[src/design/csdm_pkg.sv]
// Shared types and constants for the concentric square-to-disk mapping core.
// No dependencies; used by every module of the block.
`default_nettype none
package csdm_pkg;

  // Sample precision (bits of the unit-square coordinates)
  localparam int SAMPLE_BITS = 16;
  localparam int PORT_W      = 16;
  localparam int OUT_W       = 16;

  // Recentred magnitude and division remainder widths
  localparam int MAG_W = SAMPLE_BITS + 1;
  localparam int REM_W = SAMPLE_BITS + 1;

  // Quotient minor/major in Q1.30, 31 bits, one division cell per bit
  localparam int Q_BITS = 31;
  // Angle, its square and the polynomial terms are Q0.30 below one: 30 bits
  localparam int T_W = 30;
  // Horner coefficients reach exactly one: 31 bits
  localparam int K_W = 31;
  localparam logic [K_W-1:0] Q30_ONE = K_W'(1) << 30;

  // pi/4 in Q0.32
  localparam logic [31:0] PI4_Q32 = 32'hC90FDAA2;

  // Reciprocals floor(2^32/d) for the constant divisions of the series
  localparam int D_W = 6;
  localparam int R_W = 32;
  localparam logic [D_W-1:0] DIV_S1 = D_W'(42);
  localparam logic [D_W-1:0] DIV_S2 = D_W'(20);
  localparam logic [D_W-1:0] DIV_S3 = D_W'(6);
  localparam logic [D_W-1:0] DIV_C1 = D_W'(56);
  localparam logic [D_W-1:0] DIV_C2 = D_W'(30);
  localparam logic [D_W-1:0] DIV_C3 = D_W'(12);
  localparam logic [R_W-1:0] RCP_S1 = R_W'((64'd1 << 32) / 42);
  localparam logic [R_W-1:0] RCP_S2 = R_W'((64'd1 << 32) / 20);
  localparam logic [R_W-1:0] RCP_S3 = R_W'((64'd1 << 32) / 6);
  localparam logic [R_W-1:0] RCP_C1 = R_W'((64'd1 << 32) / 56);
  localparam logic [R_W-1:0] RCP_C2 = R_W'((64'd1 << 32) / 30);
  localparam logic [R_W-1:0] RCP_C3 = R_W'((64'd1 << 32) / 12);

  // Output scaling: magnitude = (r * comp + 2^(SB+14)) >> (SB+15)
  localparam int PROD_W = MAG_W + K_W;
  localparam logic [PROD_W:0] RND = (PROD_W + 1)'(1) << (SAMPLE_BITS + 14);
  localparam int SCL_SH = SAMPLE_BITS + 15;
  localparam int SMAG_W = PROD_W + 1 - SCL_SH;
  localparam logic [SMAG_W-1:0] POS_MAX = SMAG_W'(32767);
  localparam logic [SMAG_W-1:0] NEG_MAX = SMAG_W'(32768);

  typedef enum logic [1:0] {
    WEDGE_E = 2'd0,
    WEDGE_N = 2'd1,
    WEDGE_W = 2'd2,
    WEDGE_S = 2'd3
  } wedge_t;

  // Per-item data riding alongside the arithmetic
  typedef struct packed {
    logic [MAG_W-1:0] major;
    wedge_t           wedge;
    logic             sneg;
  } side_t;

  typedef struct packed {
    logic [T_W-1:0] t;
    logic [T_W-1:0] t2;
    side_t          side;
  } carry_t;

endpackage
`default_nettype wire

[src/design/csdm_div_cell.sv]
// One restoring-division cell: produces one quotient bit of minor/major.
// Depends on csdm_pkg.
`default_nettype none
module csdm_div_cell (
  input  wire logic                         clk,
  input  wire logic                         rst,
  input  wire logic                         en,
  input  wire logic                         vin,
  input  wire logic [csdm_pkg::REM_W-1:0]   rem_in,
  input  wire logic [csdm_pkg::Q_BITS-1:0]  q_in,
  input  wire csdm_pkg::side_t              side_in,
  output logic                              vout,
  output logic [csdm_pkg::REM_W-1:0]        rem_out,
  output logic [csdm_pkg::Q_BITS-1:0]       q_out,
  output csdm_pkg::side_t                   side_out
);

  logic                       bit_q;
  logic [csdm_pkg::REM_W-1:0] rem_sub;
  logic [csdm_pkg::REM_W-1:0] divisor;

  // Trial subtract; remainder below major is doubled for the next bit
  always_comb begin
    divisor = csdm_pkg::REM_W'(side_in.major);
    bit_q   = (rem_in >= divisor);
    rem_sub = bit_q ? (rem_in - divisor) : rem_in;
  end

  always_ff @(posedge clk) begin
    if (rst) begin
      vout <= 1'b0;
    end else if (en) begin
      vout <= vin;
    end
  end

  always_ff @(posedge clk) begin
    if (en) begin
      rem_out  <= {rem_sub[csdm_pkg::REM_W-2:0], 1'b0};
      q_out    <= {q_in[csdm_pkg::Q_BITS-2:0], bit_q};
      side_out <= side_in;
    end
  end

endmodule
`default_nettype wire

[config.mk]
export PLATFORM = sky130hd
export DESIGN_NAME = csdm_div_cell
export DESIGN_NICKNAME = d
export VERILOG_FILES = /design/src/design/csdm_pkg.sv /design/src/design/csdm_div_cell.sv
export SDC_FILE = /design/constraint.sdc
export NUM_CORES = 1
export LEC_CHECK = 0
export BUFFER_PORTS_ARGS = -buffer_cell sky130_fd_sc_hd__buf_2
export CAP_MARGIN = 30
export CORE_MARGIN = 4
export CORE_UTILIZATION = 40
export DETAILED_ROUTE_END_ITERATION = 16
export PLACE_DENSITY = 0.74
export SLEW_MARGIN = 5
export SYNTH_ARGS = -nofsm -noshare
export SYNTH_HDL_FRONTEND = slang
export SYNTH_SLANG_ARGS = --single-unit
export TNS_END_PERCENT = 20
[constraint.sdc]
create_clock -name clk -period 3.7 [get_ports clk]
set_input_delay 0.37 -clock clk [delete_from_list [all_inputs] [get_ports clk]]
set_output_delay 0.37 -clock clk [all_outputs]
set_load 0.01 [all_outputs]
### Yosys cells after proc, flatten, opt, wreduce, memory -nomap -nowiden

Cells that the tools add are included.

* register bits after elaboration: 68
* output and inout bits: 69
* word-level logic and storage cells: 9

* $add $sub $neg: 1
* order comparisons: 1
* mux-type cells: 1

Operators with widths (count)
* 17-bit greater-or-equal comparator: 1
* 16-bit 2-to-1 mux: 1
* 16-bit subtractor: 1

### Depth between registers and ports, before layout

* depth in word-level cells: 2
* gate-level depth with buffers: 9

### Worst setup path before layout

OpenSTA, ideal clock, no wires.

* kind: input -> register
* start point: in side_in[12] (netlist bit)
* end point: reg rem_out[10] (netlist bit) (data pin)
* setup time: 0.260 ns
* arrival: 2.412 ns
* slack: 1.027 ns
* cell stages on the path: 9
* buffers on the path: 2
* cells stage by stage: inv_1 > ha_1 > clkbuf_1 > inv_1 > or3_4 > o41a_1 > o221ai_2 > buf_12 > mux2_4

* word-level cells in the longest chain between the ends: 2
* elaborated cells between the ends (all ways): 3
* those cells by class: add/sub: 1; order compare: 1; mux: 1

Ends and longest elaborated chain
* start, declared: RTL line csdm_div_cell.sv:11 `input wire csdm_pkg::side_t side_in,`
* 17-bit greater-or-equal comparator: RTL line csdm_div_cell.sv:25 `bit_q = (rem_in >= divisor);`
* via bit_q: RTL line csdm_div_cell.sv:18 `logic bit_q;`
* 16-bit 2-to-1 mux: RTL line csdm_div_cell.sv:26 `rem_sub = bit_q ? (rem_in - divisor) : rem_in;`
* via rem_sub, one bit: RTL line csdm_div_cell.sv:19 `logic [csdm_pkg::REM_W-1:0] rem_sub;`
* end signal, assigned: RTL line csdm_div_cell.sv:39 `rem_out <= {rem_sub[csdm_pkg::REM_W-2:0], 1'b0};`
* end, declared: RTL line csdm_div_cell.sv:13 `output logic [csdm_pkg::REM_W-1:0] rem_out,`

The timed path passes the listed nets, and every way through them passes these cells.
A chain may end at the register's enable or synchronous reset.

### Final worst setup path

* start point: in side_in[6] (netlist bit)
* end point: reg rem_out[12] (netlist bit) (data pin)

* word-level cells in the longest chain between the ends: 2
* elaborated cells between the ends (all ways): 3
* those cells by class: add/sub: 1; order compare: 1; mux: 1

Ends and longest elaborated chain (RTL line)
* 16-bit subtractor or 17-bit greater-or-equal comparator (tied branches): csdm_div_cell.sv:26, csdm_div_cell.sv:25
* 16-bit 2-to-1 mux *: csdm_div_cell.sv:26
* via rem_sub, one bit: csdm_div_cell.sv:19

The timed path passes the listed nets; every way through them passes the cells marked *.

==> results by group <==
Synthesis
  – Number of flops mapped to enable cells by yosys: 67
  – Netlist cell types: 44
  – Synth warnings: 0
  – Synthesized area: 3240 um2
  – Seq cells post-synth: 68
  – Most area-consuming cells after synthesis: edfxtp_1, ha_1, mux2_4
  – Post-Syn Nets: 323
  – Post-Syn Area per Cell: 13.9 um2
  – Ys async rst share: 0
  – Post-synth top flop: edfxtp_1
  – Yosys top cell area share: 0.622
  – Post-synthesis sequential area ratio: 0.628
  – Cells after synthesis: 233
  – Cell taking the most area after synthesis: edfxtp_1

Routing
  – Drt first-iter violations: 119
  – Final ANT Viol Nets: 0
  – Via count: 2427
  – DR pass1 iterations: 4
  – Vias/cell: 4.99
  – Post-route DRC: 0
  – Routed len/inst: 16.0 um
  – Routed wire length: 7.77 mm

Die
  – # IOs: 141
  – Die Height: 98.0 um
  – FP Rows: 32
  – Area of the core: 7810 um2
  – Die X-Extent: 98.0 um
  – Initial core utilization: 0.415
  – Die area: 9600 um2

Power
  – Final Power: 1.88 mW
  – Sw Ratio: 0.280
  – VDD IR max: 0.000184 V
  – PwrDens: 447 nW/um2
  – Reg power frac: 0.503
  – LEAKAGE: 1.91 nW
  – Cell internal pwr: 1.35 mW
  – Clock network power share: 0.292
  – Net switching power: 0.528 mW
  – Logic gate share of total power: 0.205

Worst setup path
  – Crit path capture type: flip-flop
  – Setup CP Type: input port to flip-flop
  – Worst R2R Start: vout
  – Critical path startpoint category: input port
  – R2r endpoint: vout
  – Arrival time worst endpoint: 2.89 ns
  – R2R Setup Slk: 3.12 ns
  – Worst Reg-to-Reg Cells: 2
  – Worst Setup SP: side_in[6]
  – CP Capture Point: rem_out[12]
  – Crit Path Max Fanout: 11
  – Required time worst endpoint: 3.80 ns

Place
  – PortBufs: 138
  – Placed cell areas: 4030 um2
  – GPL Wtd Cong: 0.819
  – Post-DP HPWL: 6.00 mm

STA
  – Slew headroom: 0.451
  – Tmin final: 2.80 ns
  – Tightest Pin Transition: 0.823 ns
  – Hold Fails Final Rpt: 0
  – Fin Clk Skew: 0 ns
  – F_max: 358 MHz
  – Setup TNS: 0 ns
  – Period utilization: 0.756
  – # setup viols final: 0
  – RSZ-0062 raised after global routing: false
  – Max Slew Vio Count: 0

Global route
  – GR peak layer: met2
  – Vias in the first global route: 2396
  – GR Util met3: 0.0514
  – Initial antenna violation count: 0
  – Total global-route track usage: 0.160
  – Total congestion overflow: 0
  – Pin count of the biggest net entering global routing: 45
  – Met2 usage: 0.268
  – First-pass GRT wire length: 12.0 mm
  – Grt met1 use: 0.195

Clock tree
  – H-tree levels: 3
  – Reg clk slew, reported paths: 0.08 ns
  – Clock sinks: 68
  – Post-CTS Setup Repair Bufs: 0
  – Clk buf depth: 2
  – Clk Latency, worst-skew pair: 0.34 ns
  – Total CTS buffers: 9
  – CTS root buf: clkbuf_8
  – Post-CTS Resized: 0
  – CTS tree: built
  – Hold Buf Count CTS: 0

Layout
  – Layout area overhead: 30.1%
  – Final Instance Area: 4210 um2
  – Commonest non-fill, non-tap cell in the layout: buf_2
  – NumNets Final: 469
  – Antenna diode count: 0
  – Commonest cells after routing, fill and taps aside: buf_2, edfxtp_1, inv_1
  – Final core utilization: 0.539
  – Share of cells above drive strength 1: 0.445

Run
  – Max-cap viol count: 0

Outcome
  – Outcome: completed

Hold path
  – Hold/Removal Path Class: input port to flip-flop
[final cells by class]
cell class | count | area, um2
clock buffer | 9 | 124
tap | 102 | 128
sequential | 68 | 2030
timing repair buffer | 141 | 713
multi-input combinational | 138 | 1080
inverter | 21 | 78.8
fill | 693 | 3600
clock inverter | 7 | 52.6
[per-layer routing]
metal  up-vias  share of wire
met5         -              0
met4         0          0.012
met3         8          0.082
met2       104           0.47
met1      1145           0.44
li1       1170              -
[how the worst min path moves through the flow]
stage                     startpoint   endpoint  slack, ns  cells past startpoint
after global placement          vout       vout       0.47                      2
after CTS                        rst       vout       0.16                      2
after floorplan                  rst       vout       0.44                      1
final                            rst       vout       0.18                      2
after global routing        q_in[25]  q_out[26]       0.17                      1
after detailed placement        vout       vout       0.49                      2
[power groups by stage]
stage	sequential [mW]	clock [mW]	combinational (mW)
floorplan	1.01	0	0.185
global placement	0.962	0	0.382
detailed placement	0.965	0	0.389
CTS	0.948	0.567	0.391
global route	0.955	0.600	0.424
finish	0.947	0.549	0.385
[logic make-up (layout without fill, tap and decap cells)]
logic type      Yosys count  count (layout)  share of synthesized area
compound gates           51              51                      0.110
xor+xnor                  9               9                     0.0244
fa+ha+maj                18              18                     0.0719
buf+inv                  27             178                     0.0379
flops                    68              68                      0.628
mux                      17              17                     0.0657
other cells               1               1                    0.00116
simple gates             42              42                     0.0611
[worst max-delay path: stages]
cell and delay, ns:
buf_2 0.08, inv_1 0.04, ha_1 0.35, nand3_1 0.13, o21bai_1 0.22, a21oi_1 0.24
nor2_1 0.15, o221ai_2 0.69, buf_4 0.31, mux2_4 0.31
[registers in the layout (all words and copies together), names as in the netlist]
register and count:
side_out 20, vout 1, rem_out 16, q_out 31
[through the flow]
step | worst slack [ns] | cells | hold slack [ns]
4_1_cts | 0.904 | 486 | 0.160
3_5_place_dp | 0.514 | 470 | 0.494
6_report | 0.903 | 486 | 0.176
3_3_place_gp | 0.527 | 470 | 0.473
2_1_floorplan | 1.03 | 233 | 0.442
5_1_grt | 0.714 | 486 | 0.175
[cells in the mapped netlist (2+ instances only)]
master	n
a311oi_1	2
nand3_1	6
mux2i_1	4
xor2_1	4
nand2_1	14
mux2_2	6
ha_1	17
nor2b_1	3
nor2_1	10
xnor2_1	5
o21ai_0	8
o21bai_1	3
o21a_1	3
a21o_1	8
mux2_4	7
inv_1	21
edfxtp_1	67
nor3_1	2
or3_1	2
clkbuf_1	3
a21oi_1	13
nand4_1	2
o2111a_1	2
(Power assumes the default switching activity.)
